### src/design/gregorian_date_unit_assert.svh
// ---------------------------------------------------------------------------
// Assertion macros for the Gregorian date unit
// Clocked on clk, held off while rst is high.
// ---------------------------------------------------------------------------
`ifndef GREGORIAN_DATE_UNIT_ASSERT_SVH
`define GREGORIAN_DATE_UNIT_ASSERT_SVH

// consequent checked in the same cycle as the antecedent
`define GDU_ASSERT_NOW(lbl, ante, cons, msg) \
  lbl: assert property (@(posedge clk) disable iff (rst) (ante) |-> (cons)) \
    else $error(msg);

// consequent checked in the cycle after the antecedent
`define GDU_ASSERT_NEXT(lbl, ante, cons, msg) \
  lbl: assert property (@(posedge clk) disable iff (rst) (ante) |=> (cons)) \
    else $error(msg);

`endif

### src/design/gdu_pkg.sv
// ---------------------------------------------------------------------------
// gdu_pkg
// Types, op codes and calendar tables shared by the Gregorian date unit.
// ---------------------------------------------------------------------------
`timescale 1ns / 1ps

package gdu_pkg;

  localparam int unsigned MAX_YEAR_DEF = 9999;

  localparam logic [2:0] OP_CHECK    = 3'd0;
  localparam logic [2:0] OP_NEXT     = 3'd1;
  localparam logic [2:0] OP_PREV     = 3'd2;
  localparam logic [2:0] OP_WEEK     = 3'd3;
  localparam logic [2:0] OP_DURATION = 3'd4;
  localparam logic [2:0] OP_BIRTHDAY = 3'd5;

  typedef struct packed {
    logic [2:0]  op;
    logic [4:0]  day;
    logic [3:0]  month;
    logic [13:0] year;
    logic [4:0]  other_day;
    logic [3:0]  other_month;
    logic [13:0] other_year;
  } query_t;

  typedef struct packed {
    logic        date_ok;
    logic        leap_year;
    logic [4:0]  out_day;
    logic [3:0]  out_month;
    logic [13:0] out_year;
    logic [21:0] count;
  } result_t;

  // per-date facts derived from day, month and year
  typedef struct packed {
    logic        leap;
    logic        ok;
    logic [8:0]  doy;    // 1-based day of year
    logic [12:0] leaps;  // leap years strictly before the year
  } date_info_t;

  // year / 100 by reciprocal multiply, exact for any 14-bit year
  function automatic logic [7:0] div100(input logic [13:0] y);
    logic [27:0] p;
    p = 28'(y) * 28'd10486;
    return p[27:20];
  endfunction

  function automatic logic [8:0] cum_days(input logic [3:0] m);
    case (m)
      4'd2:    return 9'd31;
      4'd3:    return 9'd59;
      4'd4:    return 9'd90;
      4'd5:    return 9'd120;
      4'd6:    return 9'd151;
      4'd7:    return 9'd181;
      4'd8:    return 9'd212;
      4'd9:    return 9'd243;
      4'd10:   return 9'd273;
      4'd11:   return 9'd304;
      4'd12:   return 9'd334;
      default: return 9'd0;
    endcase
  endfunction

  function automatic logic [4:0] month_len(input logic [3:0] m, input logic leap);
    case (m)
      4'd1, 4'd3, 4'd5, 4'd7, 4'd8, 4'd10, 4'd12: return 5'd31;
      4'd4, 4'd6, 4'd9, 4'd11:                    return 5'd30;
      4'd2:    return leap ? 5'd29 : 5'd28;
      default: return 5'd0;
    endcase
  endfunction

endpackage

### src/design/gdu_date_info.sv
// ---------------------------------------------------------------------------
// gdu_date_info
// Leap flag, validity, day of year and prior leap-year count for one date,
// given the year and its precomputed quotient by 100.
// ---------------------------------------------------------------------------
`timescale 1ns / 1ps

module gdu_date_info import gdu_pkg::*; #(
  parameter int unsigned MAX_YEAR = MAX_YEAR_DEF
) (
  input  logic [4:0]  day,
  input  logic [3:0]  month,
  input  logic [13:0] year,
  input  logic [7:0]  cent,
  output date_info_t  info
);

  logic [13:0] hund;
  logic        cent_even;
  logic        leap;
  logic [4:0]  mlen;
  logic [12:0] quads;
  logic [8:0]  cents;
  logic [6:0]  quads400;

  assign hund      = 14'(cent) * 14'd100;
  assign cent_even = (year == hund);
  // divisible by 400 when divisible by 100 and the quotient by 4
  assign leap      = (year[1:0] == 2'd0 && !cent_even) || (cent_even && cent[1:0] == 2'd0);
  assign mlen      = month_len(month, leap);

  // ceil(y/4) - ceil(y/100) + ceil(y/400)
  assign quads    = 13'((15'(year) + 15'd3) >> 2);
  assign cents    = 9'(cent) + 9'(!cent_even);
  assign quads400 = 7'((10'(cents) + 10'd3) >> 2);

  always_comb begin
    info.leap  = leap;
    info.ok    = (month >= 4'd1) && (month <= 4'd12) && (year <= 14'(MAX_YEAR)) &&
                 (day >= 5'd1) && (day <= mlen);
    info.doy   = cum_days(month) + 9'(day) + 9'(month > 4'd2 && leap);
    info.leaps = quads - 13'(cents) + 13'(quads400);
  end

endmodule

### src/design/gregorian_date_unit.sv
// ---------------------------------------------------------------------------
// gregorian_date_unit
// Pipelined Gregorian date unit: validity, next and previous day, week
// number, day difference and days to birthday for years 0 to MAX_YEAR.
// ---------------------------------------------------------------------------
//  channel  | handshake                  | payload
//  ---------+----------------------------+------------------
//  query    | query_valid / query_stall  | query  (query_t)
//  result   | result_valid / result_stall| result (result_t)
//
// Four register stages: quotient by 100, date facts, serials and next or
// previous date, final select. A query beat passes through them in that
// order; one beat is taken every cycle unless a stalled result has filled the stages.
// Each stage advances when its successor is empty or moving, so bubbles
// close up and a stalled result only holds the stages behind it once full.
// rst clears the valid bits only; data registers load freely.
`timescale 1ns / 1ps

module gregorian_date_unit import gdu_pkg::*; #(
  parameter int unsigned MAX_YEAR = MAX_YEAR_DEF
) (
  input  logic    clk,
  input  logic    rst,
  input  logic    query_valid,
  output logic    query_stall,
  input  query_t  query,
  output logic    result_valid,
  input  logic    result_stall,
  output result_t result
);

  typedef struct packed {
    logic [2:0]  op;
    logic        leap;
    logic        main_ok;
    logic        oth_ok;
    logic        bday_ok;
    logic [22:0] ser_m;
    logic [22:0] ser_o;
    logic [8:0]  doy_m;
    logic [8:0]  doy_b;
    logic        bday_past;
    logic        early;
    logic [4:0]  nxt_d;
    logic [3:0]  nxt_m;
    logic [13:0] nxt_y;
    logic [4:0]  prv_d;
    logic [3:0]  prv_m;
    logic [13:0] prv_y;
    logic [5:0]  week;
  } mid_t;

  // pipeline flow control
  logic s1_valid, s2_valid, s3_valid;
  logic s1_ready, s2_ready, s3_ready, out_ready;

  assign out_ready   = !result_valid || !result_stall;
  assign s3_ready    = !s3_valid || out_ready;
  assign s2_ready    = !s2_valid || s3_ready;
  assign s1_ready    = !s1_valid || s2_ready;
  assign query_stall = !s1_ready;

  always_ff @(posedge clk) begin
    if (rst) begin
      s1_valid     <= 1'b0;
      s2_valid     <= 1'b0;
      s3_valid     <= 1'b0;
      result_valid <= 1'b0;
    end else begin
      if (s1_ready)  s1_valid     <= query_valid;
      if (s2_ready)  s2_valid     <= s1_valid;
      if (s3_ready)  s3_valid     <= s2_valid;
      if (out_ready) result_valid <= s3_valid;
    end
  end

  // stage 1: quotients by 100
  query_t     s1_q;
  logic [7:0] s1_cent_y, s1_cent_o;

  always_ff @(posedge clk) begin
    if (s1_ready) begin
      s1_q      <= query;
      s1_cent_y <= div100(query.year);
      s1_cent_o <= div100(query.other_year);
    end
  end

  // stage 2: per-date facts
  date_info_t info_m, info_o, info_b;
  query_t     s2_q;
  date_info_t s2_m, s2_o, s2_b;

  gdu_date_info #(.MAX_YEAR(MAX_YEAR)) u_main (
    .day(s1_q.day), .month(s1_q.month), .year(s1_q.year), .cent(s1_cent_y), .info(info_m)
  );

  gdu_date_info #(.MAX_YEAR(MAX_YEAR)) u_other (
    .day(s1_q.other_day), .month(s1_q.other_month), .year(s1_q.other_year),
    .cent(s1_cent_o), .info(info_o)
  );

  // birthday placed in the main year
  gdu_date_info #(.MAX_YEAR(MAX_YEAR)) u_bday (
    .day(s1_q.other_day), .month(s1_q.other_month), .year(s1_q.year),
    .cent(s1_cent_y), .info(info_b)
  );

  always_ff @(posedge clk) begin
    if (s2_ready) begin
      s2_q <= s1_q;
      s2_m <= info_m;
      s2_o <= info_o;
      s2_b <= info_b;
    end
  end

  // stage 3: serials, neighbor dates, week
  mid_t        mid_next;
  mid_t        s3;
  logic [4:0]  mlen;
  logic [17:0] week_prod;

  always_comb begin
    mid_next.op      = s2_q.op;
    mid_next.leap    = s2_m.leap;
    mid_next.main_ok = s2_m.ok;
    mid_next.oth_ok  = s2_o.ok;
    mid_next.bday_ok = s2_b.ok;
    mid_next.ser_m   = 23'(s2_q.year) * 23'd365 + 23'(s2_m.leaps) + 23'(s2_m.doy) - 23'd1;
    mid_next.ser_o   = 23'(s2_q.other_year) * 23'd365 + 23'(s2_o.leaps) +
                       23'(s2_o.doy) - 23'd1;
    mid_next.doy_m   = s2_m.doy;
    mid_next.doy_b   = s2_b.doy;
    mid_next.bday_past = (s2_q.other_month < s2_q.month) ||
                         (s2_q.other_month == s2_q.month && s2_q.other_day < s2_q.day);
    mid_next.early   = (s2_q.month < 4'd2 || (s2_q.month == 4'd2 && s2_q.day < 5'd29)) &&
                       s2_m.leap;

    // next day
    mlen = month_len(s2_q.month, s2_m.leap);
    mid_next.nxt_d = s2_q.day + 5'd1;
    mid_next.nxt_m = s2_q.month;
    mid_next.nxt_y = s2_q.year;
    if (s2_q.day == mlen) begin
      mid_next.nxt_d = 5'd1;
      if (s2_q.month == 4'd12) begin
        mid_next.nxt_m = 4'd1;
        mid_next.nxt_y = (s2_q.year >= 14'(MAX_YEAR)) ? 14'd0 : s2_q.year + 14'd1;
      end else begin
        mid_next.nxt_m = s2_q.month + 4'd1;
      end
    end

    // previous day
    mid_next.prv_d = s2_q.day - 5'd1;
    mid_next.prv_m = s2_q.month;
    mid_next.prv_y = s2_q.year;
    if (s2_q.day <= 5'd1) begin
      if (s2_q.month > 4'd1) begin
        mid_next.prv_m = s2_q.month - 4'd1;
        mid_next.prv_d = month_len(s2_q.month - 4'd1, s2_m.leap);
      end else begin
        mid_next.prv_m = 4'd12;
        mid_next.prv_d = 5'd31;
        mid_next.prv_y = (s2_q.year == 14'd0) ? 14'(MAX_YEAR) : s2_q.year - 14'd1;
      end
    end

    // doy / 7 via 293 / 2048, exact up to 366
    week_prod     = 18'(s2_m.doy) * 18'd293;
    mid_next.week = 6'(week_prod[17:11]) + 6'd1;
  end

  always_ff @(posedge clk) begin
    if (s3_ready) begin
      s3 <= mid_next;
    end
  end

  // stage 4: differences and final select
  result_t     res_next;
  logic        ok;
  logic [22:0] ser_diff;
  logic [8:0]  dur;
  logic [9:0]  bcnt;

  always_comb begin
    ser_diff = (s3.ser_m > s3.ser_o) ? s3.ser_m - s3.ser_o : s3.ser_o - s3.ser_m;
    dur      = (s3.doy_m > s3.doy_b) ? s3.doy_m - s3.doy_b : s3.doy_b - s3.doy_m;
    bcnt     = s3.bday_past ? 10'd366 - 10'(dur) + 10'(s3.early) : 10'(dur);

    case (s3.op)
      OP_CHECK, OP_NEXT, OP_PREV, OP_WEEK: ok = s3.main_ok;
      OP_DURATION: ok = s3.main_ok && s3.oth_ok;
      OP_BIRTHDAY: ok = s3.main_ok && s3.bday_ok;
      default:     ok = 1'b0;
    endcase

    res_next.date_ok   = ok;
    res_next.leap_year = s3.leap;
    res_next.out_day   = '0;
    res_next.out_month = '0;
    res_next.out_year  = '0;
    res_next.count     = '0;
    if (ok) begin
      case (s3.op)
        OP_NEXT: begin
          res_next.out_day   = s3.nxt_d;
          res_next.out_month = s3.nxt_m;
          res_next.out_year  = s3.nxt_y;
        end
        OP_PREV: begin
          res_next.out_day   = s3.prv_d;
          res_next.out_month = s3.prv_m;
          res_next.out_year  = s3.prv_y;
        end
        OP_WEEK:     res_next.count = 22'(s3.week);
        OP_DURATION: res_next.count = ser_diff[21:0];
        OP_BIRTHDAY: res_next.count = 22'(bcnt);
        default:     res_next.count = '0;
      endcase
    end
  end

  always_ff @(posedge clk) begin
    if (out_ready) begin
      result <= res_next;
    end
  end

  // result beat shapes watched by the assertions
  logic res_failed, res_blank, res_dated, res_date_form;

  assign res_failed    = result_valid && !result.date_ok;
  assign res_blank     = (result.out_day == 5'd0) && (result.out_month == 4'd0) &&
                         (result.out_year == 14'd0) && (result.count == 22'd0);
  assign res_dated     = result_valid && (result.out_month != 4'd0);
  assign res_date_form = result.date_ok && (result.out_day != 5'd0) &&
                         (result.count == 22'd0);

  `include "gregorian_date_unit_assert.svh"

  `GDU_ASSERT_NEXT(a_beat_enters, query_valid && !query_stall, s1_valid, "query beat lost")
  `GDU_ASSERT_NEXT(a_s3_holds, s3_valid && !s3_ready, s3_valid, "stalled item dropped")
  `GDU_ASSERT_NOW(a_bad_zero, res_failed, res_blank, "error result not zeroed")
  `GDU_ASSERT_NOW(a_date_xor_count, res_dated, res_date_form, "date result malformed")

endmodule

### config.mk
export PLATFORM = sky130hd
export DESIGN_NAME = gregorian_date_unit
export DESIGN_NICKNAME = d
export VERILOG_FILES = /design/src/design/gdu_pkg.sv /design/src/design/gdu_date_info.sv /design/src/design/gregorian_date_unit.sv
export VERILOG_INCLUDE_DIRS = /design/src /design/src/design
export SDC_FILE = /design/constraint.sdc
export NUM_CORES = 2
export LEC_CHECK = 0
export BUFFER_PORTS_ARGS = -buffer_cell sky130_fd_sc_hd__buf_4
export CAP_MARGIN = 30
export CORE_MARGIN = 2
export CORE_UTILIZATION = 65
export CTS_CLUSTER_SIZE = 16
export DETAILED_ROUTE_END_ITERATION = 8
export GPL_ROUTABILITY_DRIVEN = 0
export HOLD_SLACK_MARGIN = 0.1
export PLACE_DENSITY = 0.8
export SLEW_MARGIN = 20
export SYNTH_ARGS = -nofsm -noshare
export SYNTH_HDL_FRONTEND = slang
export SYNTH_SLANG_ARGS = --single-unit
### constraint.sdc
create_clock -name clk -period 10.5 [get_ports clk]
set_input_delay 0.525 -clock clk [delete_from_list [all_inputs] [get_ports clk]]
set_output_delay 0.525 -clock clk [all_outputs]
set_load 0.05 [all_outputs]
==> results.json <==
{
  "synth_cell_types": 75,
  "slowest_stage": "fa_1",
  "outcome": "finished clean",
  "synth_edf_count": 343,
  "drt_iter0_markers": 1899,
  "syn-cell-area_um2": 36300,
  "final_common_cell": "inv_1",
  "min_period_over_period_pct": 74.7,
  "grt_max_degree": 84,
  "clk_pin_slew_ns": 0.06,
  "grt_pass1_vias": 26200,
  "layout_common_cells": "inv_1 (666), ha_1 (593), edfxtp_1 (343), fa_1 (322), nor2_1 (180)",
  "num_vias": 25200,
  "worstMarginPinSlew_ns": 0.857,
  "critical_path.endpoint_type": "flop",
  "hold_viol": 0,
  "routed_wl_um": 79000,
  "required_ns": 10.80,
  "hp-class": "in2reg",
  "antenna_cells": 0,
  "die_area_um2": 57700,
  "drv_cap": 0,
  "cts-buffers-inserted": 41,
  "antenna_found_initial": 1,
  "cts_setup_buffers": 0,
  "cts_root_buf": "clkbuf_16",
  "initial_core_util_pct": 65.9,
  "crit_family": "adder cells",
  "cts_sinks": 365,
  "ant_nets": 0,
  "synth_seq_area_share_pct": 29.6,
  "syn_inst": 3444,
  "slew_viol_final": 0,
  "dr.pass1.iters": 8,
  "die_h_um": 240,
  "synth_seq_cells": 365,
  "rsz0062_at_grt": "no",
  "io_pins": 102,
  "drive_above_1_share_pct": 5.90,
  "async_reset_ff_share_pct": 0,
  "via_per_inst": 5.83,
  "cts_tree": "yes",
  "dp.final_hpwl_um": 63800,
  "critPathLaunchType": "flop",
  "dpl.cell_count": 4246,
  "cts_buffer_depth": 3,
  "finalNetCount": 4511,
  "rows": 86,
  "design_area_um2": 39200,
  "grt_pass1_wl_um": 128000,
  "fin_crit_ns": 7.85,
  "io_buffers": 101,
  "relSlewSlack_pct": 42.8,
  "worstPathArrival_ns": 8.15,
  "die_x_um": 240,
  "routed-wl-met2_um": 38500,
  "syn_area_per_cell_um2": 10.5,
  "syn_nets": 4412,
  "clock_latency_ns": 0.58,
  "tns_ns": 0,
  "drc": 0,
  "slowest_delay_ns": 0.57,
  "path_class": "reg2reg",
  "synth_flop_cell": "edfxtp_1",
  "htree_levels": 2,
  "whs_ns": 0.133,
  "instances_no_fill": 4322,
  "crit_buf_inv": 2,
  "setup_viol": 0,
  "grt-ovfl-total": 0,
  "detail_route.wl_per_cell_um": 18.3,
  "syn2layout_area_growth_pct": 8.14,
  "crit_fanout": 5,
  "dr_wl_met3_um": 5000,
  "track_usage_pct": 28.0,
  "top_layer": "met5",
  "cts_hold_buffers": 0,
  "cts.repair.resized": 0,
  "fin_skew_ns": 0.0195,
  "fp.coreArea_um2": 55100,
  "path_common_cell": "ha_1",
  "met1_length_um": 32100,
  "yosysWarnings": 0,
  "fmax_ghz": 0.127,
  "place_area_um2": 37900
}
-- sequential cells by signal, summed over array words and instances (netlist names), named ones only --
register	count
s1_cent_o	8
s2_q	46
res_next	1
result	47
mid_next	25
s1_valid	1
result_valid	1
s2_m	13
s1_q	49
s2_o	22
s3_valid	1
s2_valid	1
s1_cent_y	8
s3	124
-- synth_stat cells (all sizes together) (6+ instances only) --
library cell / instances / area share [%]
a21oi: 154 / 2.1
inv: 667 / 6.9
nor4: 15 / 0.26
clkbuf: 38 / 0.39
buf: 20 / 0.30
a31o: 7 / 0.17
dfxtp: 22 / 1.2
xor2: 72 / 1.7
o31ai: 11 / 0.23
a21o: 70 / 1.4
nor2: 180 / 1.9
edfxtp: 343 / 28
nor3: 37 / 0.51
nor2b: 37 / 0.64
fa: 322 / 18
a211oi: 6 / 0.12
xnor2: 168 / 4.1
and2: 11 / 0.19
ha: 593 / 20
or3: 12 / 0.23
nand2b: 27 / 0.47
o211ai: 15 / 0.31
o22ai: 6 / 0.10
nand2: 153 / 1.6
mux2i: 34 / 0.94
o21ai: 144 / 2.0
a31oi: 15 / 0.26
o21a: 23 / 0.48
mux2: 9 / 0.28
o21bai: 14 / 0.32
nand4: 32 / 0.55
o41ai: 11 / 0.29
a22oi: 28 / 0.58
and3: 20 / 0.34
nand3: 57 / 0.79
-- worst reg2reg max path, delay by kind of cell (launching register included) --
kind	cells	cell delay, ns
AOI/OAI and AO/OA	8	1.79
xor gates and xnor gates	3	0.65
buffers and inverters	2	0.19
and+or+nand+nor	7	1.62
adders and majority gates	8	2.85
DFF	1	0.48
-- final timing paths --
check                                             from            endpoint  slack (ns)  cells past startpoint
worst max-delay path            s1_cent_y[3]$_DFFE_PN_  s2_m[11]$_DFFE_PP_        2.65                     28
worst min-delay path                         query[47]  s1_q[47]$_DFFE_PN_        0.13                      1
worst max register to register  s1_cent_y[3]$_DFFE_PN_  s2_m[11]$_DFFE_PP_        2.65                     28
worst min register to register  mid_next[60]$_DFFE_PP_    s3[60]$_DFFE_PP_        0.41                      0
-- final cells by class --
class                      count  area, um2
timing repair buffer         114        906
inverter                     667       2510
fill                        3896      15900
tap                          748        936
clock inverter                25        233
clock buffer                  49       1100
sequential                   365      10700
multi-input combinational   2354      22800
-- logic make-up after synthesis --
group / synth area share [%]
xor+xnor: 5.79
fa+ha+maj: 38.2
flops: 29.6
buf+inv: 7.60
mux: 1.28
simple gates: 7.69
compound gates: 9.83
-- through the flow --
step	utilization, %	worst slack [ns]
floorplan	-	3.77
CTS	71.1	2.73
detailed placement	68.7	2.79
global placement	68.6	3.31
global route	71.2	2.08
finish	71.2	2.65
-- metal layers --
metal / global-route usage, % / vias to the layer above
met5: 0 / -
li1: - / 11800
met4: 11.4 / 2
met2: 47.9 / 894
met3: 4.10 / 237
met1: 35.8 / 12300
Power is not shown: default switching activity piles up to over one toggle a cycle in this logic, so the estimate is an artifact.
